**config.mk**
```make
export PLATFORM = sky130hd
export DESIGN_NAME = touch_contact_tracker
export DESIGN_NICKNAME = d
export VERILOG_FILES = /design/src/hdl/tct_pkg.sv /design/src/hdl/tct_ram.sv /design/src/hdl/touch_contact_tracker.sv
export SDC_FILE = /design/constraint.sdc
export NUM_CORES = 2
export LEC_CHECK = 0
export ABC_AREA = 0
export BUFFER_PORTS_ARGS = -buffer_cell sky130_fd_sc_hd__buf_2
export CORE_MARGIN = 2
export CORE_UTILIZATION = 25
export CTS_CLUSTER_SIZE = 25
export DETAILED_ROUTE_END_ITERATION = 10
export PLACE_DENSITY_LB_ADDON = 0.15
export SYNTH_ARGS = -nofsm -noshare
export SYNTH_HDL_FRONTEND = slang
export SYNTH_HIERARCHICAL = 1
export SYNTH_MEMORY_MAX_BITS = 65536
export SYNTH_SLANG_ARGS = --single-unit
export TNS_END_PERCENT = 50
```
**constraint.sdc**
```tcl
create_clock -name clk -period 20.2 [get_ports clk]
set_clock_uncertainty 0.1 [all_clocks]
set_input_delay 3.03 -clock clk [delete_from_list [all_inputs] [get_ports clk]]
set_output_delay 3.03 -clock clk [all_outputs]
set_load 0.05 [all_outputs]
```
**src/hdl/tct_pkg.sv**
```systemverilog
// shared types and constants of the touch contact tracker
package tct_pkg;

  // input command codes, carried on in_tuser
  typedef enum logic [1:0] {
    CMD_SET         = 2'd0,
    CMD_ALIVE_ID    = 2'd1,
    CMD_ALIVE_EMPTY = 2'd2,
    CMD_UNUSED      = 2'd3
  } cmd_t;

  // event codes, carried on out_tuser
  typedef enum logic [1:0] {
    EV_DOWN    = 2'd0,
    EV_MOVED   = 2'd1,
    EV_UP      = 2'd2,
    EV_DROPPED = 2'd3
  } ev_kind_t;

  // sequencer states
  typedef enum logic [2:0] {
    ST_IDLE,
    ST_SCAN_RD,
    ST_SCAN_CHK,
    ST_SET_FIN,
    ST_SWP_RD,
    ST_SWP_CHK,
    ST_SWP_FLUSH
  } state_t;

  localparam int ID_W  = 32;
  localparam int POS_W = 16;
  localparam int CNT_W = 6;

  // one table entry as held in the contact ram
  typedef struct packed {
    logic [31:0] shape;   // width, height
    logic [47:0] motion;  // accel, vel_y, vel_x
    logic [15:0] y;
    logic [15:0] x;
    logic [31:0] id;
  } entry_t;

  localparam int IN_DATA_W  = 144;
  localparam int OUT_DATA_W = 72;

endpackage

```
**src/hdl/tct_ram.sv**
```systemverilog
// generic single-port-write, single-port-read ram with registered read
module tct_ram #(
  parameter int WIDTH = 8,
  parameter int DEPTH = 16
) (
  input  logic                     clk,
  input  logic                     we,
  input  logic [$clog2(DEPTH)-1:0] waddr,
  input  logic [WIDTH-1:0]         wdata,
  input  logic [$clog2(DEPTH)-1:0] raddr,
  output logic [WIDTH-1:0]         rdata
);

  logic [WIDTH-1:0] mem [DEPTH];

  always_ff @(posedge clk) begin
    if (we) begin
      mem[waddr] <= wdata;
    end
    rdata <= mem[raddr];
  end

endmodule

```
**src/hdl/touch_contact_tracker.sv**
```systemverilog
// touch contact tracker top level: session table, sequencer and event output
//
// input channel (in_*): one transfer is one command. set stores or updates a
// contact, alive-id marks one id as still present (the transfer with in_tlast
// closes the alive message), alive-empty removes every contact.
// output channel (out_*): one transfer per event: down, moved, up or dropped.
// out_tlast flags the final event caused by one command.
// the table lives in a ram walked one entry at a time by a small sequencer:
// each entry passes an address state, then a compare/act state; a set stops
// its scan early when the id is found, and the sweep that closes an alive
// message can also wait on an output stall.
// in_tready is high only while the sequencer is idle.
// up events are held one deep so that the last one can carry out_tlast;
// the output register accepts a new event in the cycle the old one leaves.
// when the receiver stalls, the sequencer waits with the pending event.
// reset clears the contact count, seen marks and output valid; the ram
// needs no clearing since only slots below the count are ever read.
module touch_contact_tracker #(
  parameter int MAX_CONTACTS = 32
) (
  input  logic         clk,
  input  logic         rst_n,
  // input channel
  input  logic         in_tvalid,
  output logic         in_tready,
  // contact_id, pos_x, pos_y, vel_x, vel_y, blob_height, blob_width, accel
  input  logic [143:0] in_tdata,
  input  logic [1:0]   in_tuser,  // command
  input  logic         in_tlast,  // last_id
  // result channel
  output logic         out_tvalid,
  input  logic         out_tready,
  // out_id, out_x, out_y, active_count, zero pad
  output logic [71:0]  out_tdata,
  output logic [1:0]   out_tuser, // event_kind
  output logic         out_tlast  // last_event
);

  localparam int AW  = $clog2(MAX_CONTACTS);
  localparam int CW  = $clog2(MAX_CONTACTS + 1);
  localparam int OCW = tct_pkg::CNT_W;
  localparam int EW  = $bits(tct_pkg::entry_t);

  tct_pkg::state_t state_r, state_nxt;

  // captured command
  tct_pkg::cmd_t cmd_r;
  logic [31:0]   id_r;
  logic [15:0]   px_r, py_r;
  logic [47:0]   mot_r;
  logic [31:0]   shp_r;
  logic          last_r;

  logic [CW-1:0]           idx_r, w_r, rem_r, cnt_r;
  logic [MAX_CONTACTS-1:0] mark_r;
  tct_pkg::ev_kind_t       ev_kind_r;

  // pending up event
  logic          pend_v_r;
  logic [31:0]   pend_id_r;
  logic [15:0]   pend_x_r, pend_y_r;
  logic [CW-1:0] pend_cnt_r;

  // output register
  logic              out_v_r;
  tct_pkg::ev_kind_t out_kind_r;
  logic [31:0]       out_id_r;
  logic [15:0]       out_x_r, out_y_r;
  logic [OCW-1:0]    out_cnt_r;
  logic              out_last_r;

  // ram
  logic             ram_we;
  logic [AW-1:0]    ram_waddr;
  tct_pkg::entry_t  ram_wdata, rd_entry;
  logic [EW-1:0]    ram_rdata;

  logic in_fire, out_free, scan_end, id_match, keep, remove_all, is_set, room;

  // event to load into the output register
  logic              emit;
  tct_pkg::ev_kind_t e_kind;
  logic [31:0]       e_id;
  logic [15:0]       e_x, e_y;
  logic [CW-1:0]     e_cnt;
  logic              e_last;

  assign in_tready  = (state_r == tct_pkg::ST_IDLE);
  assign in_fire    = in_tvalid && in_tready;
  assign out_free   = !out_v_r || out_tready;
  assign rd_entry   = tct_pkg::entry_t'(ram_rdata);
  assign scan_end   = (idx_r == cnt_r);
  assign id_match   = (rd_entry.id == id_r);
  assign remove_all = (cmd_r == tct_pkg::CMD_ALIVE_EMPTY);
  assign keep       = !remove_all && mark_r[idx_r[AW-1:0]];
  assign is_set     = (cmd_r == tct_pkg::CMD_SET);
  assign room       = (cnt_r < CW'(MAX_CONTACTS));

  tct_ram #(
    .WIDTH(EW),
    .DEPTH(MAX_CONTACTS)
  ) u_ram (
    .clk  (clk),
    .we   (ram_we),
    .waddr(ram_waddr),
    .wdata(EW'(ram_wdata)),
    .raddr(idx_r[AW-1:0]),
    .rdata(ram_rdata)
  );

  // next state
  always_comb begin
    state_nxt = state_r;
    unique case (state_r)
      tct_pkg::ST_IDLE: begin
        if (in_fire) begin
          unique case (tct_pkg::cmd_t'(in_tuser)) inside
            tct_pkg::CMD_SET, tct_pkg::CMD_ALIVE_ID: state_nxt = tct_pkg::ST_SCAN_RD;
            tct_pkg::CMD_ALIVE_EMPTY:                state_nxt = tct_pkg::ST_SWP_RD;
            default:                                 state_nxt = tct_pkg::ST_IDLE;
          endcase
        end
      end
      tct_pkg::ST_SCAN_RD: begin
        if (!scan_end) begin
          state_nxt = tct_pkg::ST_SCAN_CHK;
        end else if (is_set) begin
          state_nxt = tct_pkg::ST_SET_FIN;
        end else if (last_r) begin
          state_nxt = tct_pkg::ST_SWP_RD;
        end else begin
          state_nxt = tct_pkg::ST_IDLE;
        end
      end
      tct_pkg::ST_SCAN_CHK: begin
        state_nxt = (is_set && id_match) ? tct_pkg::ST_SET_FIN : tct_pkg::ST_SCAN_RD;
      end
      tct_pkg::ST_SET_FIN: begin
        if (out_free) state_nxt = tct_pkg::ST_IDLE;
      end
      tct_pkg::ST_SWP_RD: begin
        state_nxt = scan_end ? tct_pkg::ST_SWP_FLUSH : tct_pkg::ST_SWP_CHK;
      end
      tct_pkg::ST_SWP_CHK: begin
        if (keep || !pend_v_r || out_free) state_nxt = tct_pkg::ST_SWP_RD;
      end
      tct_pkg::ST_SWP_FLUSH: begin
        if (!pend_v_r || out_free) state_nxt = tct_pkg::ST_IDLE;
      end
      default: state_nxt = tct_pkg::ST_IDLE;
    endcase
  end

  // ram writes and event selection
  always_comb begin
    ram_we    = 1'b0;
    ram_waddr = idx_r[AW-1:0];
    ram_wdata = '{shape: shp_r, motion: mot_r, y: py_r, x: px_r, id: id_r};
    emit      = 1'b0;
    e_kind    = ev_kind_r;
    e_id      = id_r;
    e_x       = px_r;
    e_y       = py_r;
    e_cnt     = cnt_r;
    e_last    = 1'b1;
    unique case (state_r)
      tct_pkg::ST_SCAN_RD: begin
        // new id: append at the end of the table
        if (scan_end && is_set && room) begin
          ram_we    = 1'b1;
          ram_waddr = cnt_r[AW-1:0];
        end
      end
      tct_pkg::ST_SCAN_CHK: begin
        ram_we = is_set && id_match;
      end
      tct_pkg::ST_SET_FIN: begin
        emit = out_free;
      end
      tct_pkg::ST_SWP_CHK: begin
        if (keep) begin
          // compact: move the surviving entry down
          ram_we    = 1'b1;
          ram_waddr = w_r[AW-1:0];
          ram_wdata = rd_entry;
        end else begin
          emit   = pend_v_r && out_free;
          e_last = 1'b0;
        end
      end
      tct_pkg::ST_SWP_FLUSH: begin
        emit = pend_v_r && out_free;
      end
      default: begin
      end
    endcase
    if (state_r == tct_pkg::ST_SWP_CHK || state_r == tct_pkg::ST_SWP_FLUSH) begin
      e_kind = tct_pkg::EV_UP;
      e_id   = pend_id_r;
      e_x    = pend_x_r;
      e_y    = pend_y_r;
      e_cnt  = pend_cnt_r;
    end
  end

  // sequencer control state
  always_ff @(posedge clk) begin
    if (!rst_n) begin
      state_r  <= tct_pkg::ST_IDLE;
      cnt_r    <= '0;
      mark_r   <= '0;
      pend_v_r <= 1'b0;
    end else begin
      state_r <= state_nxt;
      unique case (state_r)
        tct_pkg::ST_IDLE: begin
          pend_v_r <= 1'b0;
        end
        tct_pkg::ST_SCAN_RD: begin
          if (scan_end && is_set && room) begin
            mark_r[cnt_r[AW-1:0]] <= 1'b0;
            cnt_r                 <= cnt_r + CW'(1);
          end
        end
        tct_pkg::ST_SCAN_CHK: begin
          if (!is_set && id_match) mark_r[idx_r[AW-1:0]] <= 1'b1;
        end
        tct_pkg::ST_SWP_CHK: begin
          if (!keep && (!pend_v_r || out_free)) pend_v_r <= 1'b1;
        end
        tct_pkg::ST_SWP_FLUSH: begin
          if (!pend_v_r || out_free) begin
            cnt_r    <= w_r;
            mark_r   <= '0;
            pend_v_r <= 1'b0;
          end
        end
        default: begin
        end
      endcase
    end
  end

  // command capture, walk counters and pending payload
  always_ff @(posedge clk) begin
    if (in_fire) begin
      cmd_r  <= tct_pkg::cmd_t'(in_tuser);
      id_r   <= in_tdata[31:0];
      px_r   <= in_tdata[47:32];
      py_r   <= in_tdata[63:48];
      mot_r  <= {in_tdata[143:128], in_tdata[95:64]};
      shp_r  <= in_tdata[127:96];
      last_r <= in_tlast;
      idx_r  <= '0;
      w_r    <= '0;
      rem_r  <= cnt_r;
    end
    unique case (state_r)
      tct_pkg::ST_SCAN_RD: begin
        if (scan_end) begin
          idx_r     <= '0;
          ev_kind_r <= room ? tct_pkg::EV_DOWN : tct_pkg::EV_DROPPED;
        end
      end
      tct_pkg::ST_SCAN_CHK: begin
        if (is_set && id_match) begin
          ev_kind_r <= tct_pkg::EV_MOVED;
        end else begin
          idx_r <= idx_r + CW'(1);
        end
      end
      tct_pkg::ST_SWP_CHK: begin
        if (keep) begin
          w_r   <= w_r + CW'(1);
          idx_r <= idx_r + CW'(1);
        end else if (!pend_v_r || out_free) begin
          pend_id_r  <= rd_entry.id;
          pend_x_r   <= rd_entry.x;
          pend_y_r   <= rd_entry.y;
          pend_cnt_r <= rem_r - CW'(1);
          rem_r      <= rem_r - CW'(1);
          idx_r      <= idx_r + CW'(1);
        end
      end
      default: begin
      end
    endcase
  end

  // output register
  always_ff @(posedge clk) begin
    if (!rst_n) begin
      out_v_r <= 1'b0;
    end else if (emit) begin
      out_v_r <= 1'b1;
    end else if (out_tready) begin
      out_v_r <= 1'b0;
    end
  end

  always_ff @(posedge clk) begin
    if (emit) begin
      out_kind_r <= e_kind;
      out_id_r   <= e_id;
      out_x_r    <= e_x;
      out_y_r    <= e_y;
      out_cnt_r  <= OCW'({{OCW{1'b0}}, e_cnt});
      out_last_r <= e_last;
    end
  end

  assign out_tvalid = out_v_r;
  assign out_tuser  = out_kind_r;
  assign out_tlast  = out_last_r;
  assign out_tdata  = {2'b00, out_cnt_r, out_y_r, out_x_r, out_id_r};

endmodule

```
### After elaboration in Yosys (flattened, before gate mapping)

Memory sizes are Yosys's and may differ from the RTL's. A register that Yosys moved wholly into a read port is not among the register bits.
Cells that the tools add are included.

| cells by class | value |
|---|---|
| add/sub/neg operators | 4 |
| magnitude comparators | 5 |
| eq/ne operators | 20 |
| multiplexer cells | 62 |
| bitwise gates (word level) | 4 |
| reduce and logical (&&, ||, !) cells | 35 |

Operator list:

| kind | count |
|---|---|
| $mux 144 | 2 |
| $mux 32 | 4 |
| $pmux 32 s3 | 1 |
| $mux 6 | 15 |
| $and 32x32->32 | 1 |
| $eq 32x32->1 | 1 |
| $mux 16 | 2 |
| $not 32->32 | 1 |
| $or 32x32->32 | 1 |
| $mux 3 | 7 |
| $pmux 3 s7 | 1 |
| $add 6x1->6 const B | 3 |
| $pmux 6 s3 | 1 |
| $lt 5x6->1 const B | 2 |
| $mux 1 | 12 |
| $ne 2x2->1 const B | 6 |
| $pmux 6 s2 | 1 |
| $reduce_and 3->1 | 4 |
| $demux 1 s5 | 2 |
| $ge 5x1->1 const B | 2 |
| $logic_and 1x1->1 | 10 |
| $mux 2 | 5 |
| $mux 5 | 2 |
| $pmux 5 s2 | 1 |
| other kinds (22) | 43 |

| word-level totals | value |
|---|---|
| register bits | 353 |
| RAM bits | 4608 |
| input bits | 151 |
| logic and storage cells | 157 |
| memories | 1 |

Memories:

| memory | words | bits a word | read ports | clocked after Yosys merged registers in | wr ports | RTL line | source |
|---|---|---|---|---|---|---|---|
| u_ram.mem | 32 | 144 | 1 | 1 | 1 | tct_ram.sv:14 | `logic [WIDTH-1:0] mem [DEPTH];` |

### Longest topological paths before layout

| logic depth | value |
|---|---|
| depth in word-level cells | 8 |
| depth in mapped cells | 14 |
| mapped depth without buffers | 10 |

### Hierarchy

Netlist, hierarchy kept.

By module, submodules not included:

| module | times used | cells an instance | area an instance (µm²) | sequential area each (µm²) |
|---|---|---|---|---|
| tct_ram | 1 | 7236 | 174524.9 | 141255.5 |
| touch_contact_tracker | 1 | 1342 | 15554.9 | 9989.6 |

### Worst setup path after synthesis

No wires, ideal clock.

| timing | value |
|---|---|
| path kind | reg2reg |
| from | register idx_r[1] |
| to | memory u_ram/mem[28][0] (netlist name) (enable) |
| library setup time | 0.650 ns |
| data arrival time | 9.022 ns |
| setup slack | 10.428 ns |
| stages on the path, launching flop included | 14 |
| clock period less this slack | 9.772 ns |
| cell sequence | dfxtp_1 -> buf_6 -> mux4_2 -> nand4_1 -> o21ai_2 -> o41ai_4 -> nand2b_1 -> buf_4 -> buf_6 -> nor2_1 -> a221o_1 -> or3b_2 -> clkbuf_1 -> nor2_1 |

| between the ends | value |
|---|---|
| elaborated cells on any way between the ends | 14 |
| those cells by class | eq/ne (1); mux (10); reduce/logical (3) |

RTL lines:

| what | RTL line | source |
|---|---|---|
| start: declaration | touch_contact_tracker.sv:54 | `logic [CW-1:0] idx_r, w_r, rem_r, cnt_r;` |
| start signal: assignment | touch_contact_tracker.sv:269 | `idx_r <= idx_r + CW'(1);` |
| start signal: assignment | touch_contact_tracker.sv:275 | `idx_r <= idx_r + CW'(1);` |
| start signal: assignment | touch_contact_tracker.sv:282 | `idx_r <= idx_r + CW'(1);` |
| $bmux 1 s5 or $eq 6x6->1 (tied branches) | touch_contact_tracker.sv:95, touch_contact_tracker.sv:92 |  |
| $mux 1 (not written as such) or $logic_and 1x1->1 (tied branches) | touch_contact_tracker.sv:95, touch_contact_tracker.sv:169 |  |
| $logic_and 1x1->1, on equally long branches | touch_contact_tracker.sv:95, touch_contact_tracker.sv:169 |  |
| $mux 5, on equally long branches | touch_contact_tracker.sv:181, touch_contact_tracker.sv:169 |  |
| $pmux 5 s2 * | touch_contact_tracker.sv:166 | `unique case (state_r)` |
| named net ram_waddr[0] | touch_contact_tracker.sv:74 | `logic [AW-1:0] ram_waddr;` |
| end: declaration | tct_ram.sv:14 |  |

Mark *: on every way through the listed nets, which the timed path passes. The rest lies on a longest branch. The select of a mux whose other input is x is not followed.

### Final worst setup path

| timing | value |
|---|---|
| from | register id_r[9] |
| to | memory u_ram/mem[3][30] (netlist name) (enable) |

| between the ends | value |
|---|---|
| word-level cells in the longest chain between the ends | 5 |

Ends and longest elaborated chain:

| what | RTL line | source |
|---|---|---|
| start: declaration | touch_contact_tracker.sv:48 | `logic [31:0] id_r;` |
| start signal: assignment | touch_contact_tracker.sv:248 | `id_r <= in_tdata[31:0];` |
| $eq 32x32->1 | touch_contact_tracker.sv:93 | `assign id_match = (rd_entry.id == id_r);` |
| $logic_and 1x1->1 | touch_contact_tracker.sv:175 | `ram_we = is_set && id_match;` |
| $pmux 1 s3 | touch_contact_tracker.sv:166 |  |
| named net ram_we | touch_contact_tracker.sv:73 | `logic ram_we;` |
| $mux 1 | tct_ram.sv:17 | `if (we) begin` |
| $mux 1 (not written as such) | tct_ram.sv:18 | `mem[waddr] <= wdata;` |

The timed path passes the listed nets, and every way through them passes these cells.

==> metrics.md <==
| Metric | Value |
|---|---|
| Status | finished, final reports clean |
| Busiest grt layer | met2 |
| Hold EP | pend_y_r[14] |
| Worst slack, placed | 12.42 ns |
| Vias/cell | 4.61 |
| Multi-input gate area | 0.0186 mm^2 |
| GRT Util Overall | 0.146 |
| Minimum clock period | 7.65 ns |
| PortBufs | 145 |
| Max-cap violations | 0 |
| Hold Buf Count CTS | 0 |
| Worst Hold Launch | u_ram/rdata[62] |
| Worst skew pair latency | 0.90 ns |
| Post-CTS Setup Bufs | 0 |
| Depth of the worst register-to-register path | 11 |
| Vias in the first global route | 46700 |
| Reg-to-reg critical path startpoint | id_r[9] |
| Post-cts sizing count | 0 |
| Min-Delay Path Depth | 0 |
| Hpwl dp | 147 mm |
| Storage cell area | 0.0704 mm^2 |
| Commonest cells after routing, fill and taps aside | edfxtp_1 (2260), mux4_2 (481), clkbuf_16 (288) |
| Pwr dens | 121 mW/mm^2 |
| Clock Tree Buf Depth | 4 |
| Max-slew violation count | 0 |
| I/O pin total | 228 |
| Worst VDD drop | 68.4 uV |
| Post-Syn Area per Cell | 20.9 um^2 |
| Period utilization | 0.379 |
| Crit-path max FO | 24 |
| Hold Crit Class | reg -> reg |
| Met1 GRT Util | 0.202 |
| Core area | 0.359 mm^2 |
| Met3 usage | 0.0252 |
| Initial DRT Pass Iterations | 5 |
| Worst setup path class | reg -> reg |
| Fin nets | 4723 |
| CP Data Arrival Time | 8.05 ns |
| Global-route wire length before repair | 377 mm |
| Critical Path End Type | flip-flop |
| Required @ worst endpoint | 20.61 ns |
| Setup crit start kind | flip-flop |
| Final setup fails | 0 |
| Setup tns final | 0 ns |
| Leak | 0.0319 uW |
| Grt ovf | 0 |
| CTS Buf Count | 284 |
| Root Driver | clkbuf_16 |
| Yosys warnings | 6 |
| Syn Inst Count | 4316 |
| Fraction of layout cells with a size suffix above 1 | 0.271 |
| Die ar. | 0.366 mm^2 |
| Final Power | 12800 uW |
| Worst-Margin Slew | 1.46 ns |
| Initial antenna violation count | 26 |
| Fmax | 0.131 GHz |
| Via count | 44100 |
| Htree depth | 5 |
| Commonest non-fill, non-tap cell in the layout | edfxtp_1 |
| DRT iter0 DRCs | 3898 |
| Placement Rows | 220 |
| Mapped Area | 0.0902 mm^2 |
| Die height | 605 um |
| Largest net degree at the start of global routing | 111 |
| Flop2flop setup slack | 12.55 ns |
| Layout area overhead | 17.1% |
| Fill count | 35000 |
| Final design utilization | 0.294 |
| Reg clk slew, reported paths | 0.06 ns |
| Post-detailed-route wirelength per cell | 28.5 um |
| Met2 Track Usage GR | 0.240 |
| Final worst setup slack | 12.55 ns |
| Hold Vio Cnt, Final | 0 |
| WL final | 272 mm |
| Final Wtd Congestion | 0.712 |
| Reg2reg end | u_ram/mem[3][30] |
| Clk sinks | 2385 |
| Initial Util | 0.251 |
| Die Wd | 605 um |
| Slew margin rel. | 0.0273 |
| Remaining DRCs | 0 |
| Setup repair after global routing missed its margin | no |
| CTS tree | yes |
| Antenna viol nets, final | 0 |
-- sequential cells by signal, summed over array words and instances (netlist names), 16 cells and up --
signal       cells
mark_r          32
py_r            16
px_r            16
out_id_r        32
id_r            32
pend_x_r        16
out_y_r         16
u_ram/mem     2048
pend_id_r       32
pend_y_r        16
u_ram/rdata     64
out_x_r         16
-- critical path, stage by stage (launching register included) --
cell and delay (ns):
edfxtp_1 0.57, xor2_1 0.30, nor4_1 0.93, buf_4 0.26
nand4_1 0.58, nor3_1 0.73, nand2_1 0.26, nand2_1 0.20
nand3_1 0.66, nor2_4 1.30, buf_4 0.61, buf_4 0.67
-- through the flow --
| step | cells | area, um^2 | hold WS [ns] |
|---|---|---|---|
| after floorplan | 4317 | 90200 | 0.308 |
| after global placement | 9048 | 96600 | 0.315 |
| after detailed placement | 9048 | 96600 | 0.312 |
| after CTS | 9562 | 106000 | 0.323 |
| after global routing | 9564 | 106000 | 0.344 |
| final | 9564 | 106000 | 0.327 |
-- report_power, final --
| group | total (uW) | switching, uW | internal [uW] |
|---|---|---|---|
| registers | 6060 | 151 | 5910 |
| clock network | 5000 | 2060 | 2940 |
| logic | 1760 | 1170 | 586 |
-- area by class of cell --
type / instances / area share
inverters: 16 / 0.000616
clock buffers: 397 / 0.0742
clock inverters: 117 / 0.0112
flip-flops and latches: 2385 / 0.666
multi-input cells: 1614 / 0.176
diodes: 1 / 0.0000237
well taps: 4773 / 0.0565
repair buffers: 261 / 0.0155
-- routing by layer --
layer / vias to the layer above / routed length (um)
met5: - / 0
met4: 0 / 5630
met3: 319 / 13000
met2: 1064 / 130000
met1: 24300 / 123000
li1: 18400 / -
-- worst max-delay path by stage --
stage	startpoint	endpoint	slack [ns]	cells past startpoint
after detailed placement	id_r[9]	u_ram/mem[3][19]	12.42	11
after floorplan	out_tready	out_cnt_r[0]	11.25	2
after CTS	id_r[9]	u_ram/mem[3][19]	12.37	11
after global routing	id_r[9]	u_ram/mem[3][19]	12.14	11
after global placement	id_r[9]	u_ram/mem[3][19]	12.35	11
final	id_r[9]	u_ram/mem[3][30]	12.55	11
(Power assumes the default switching activity.)
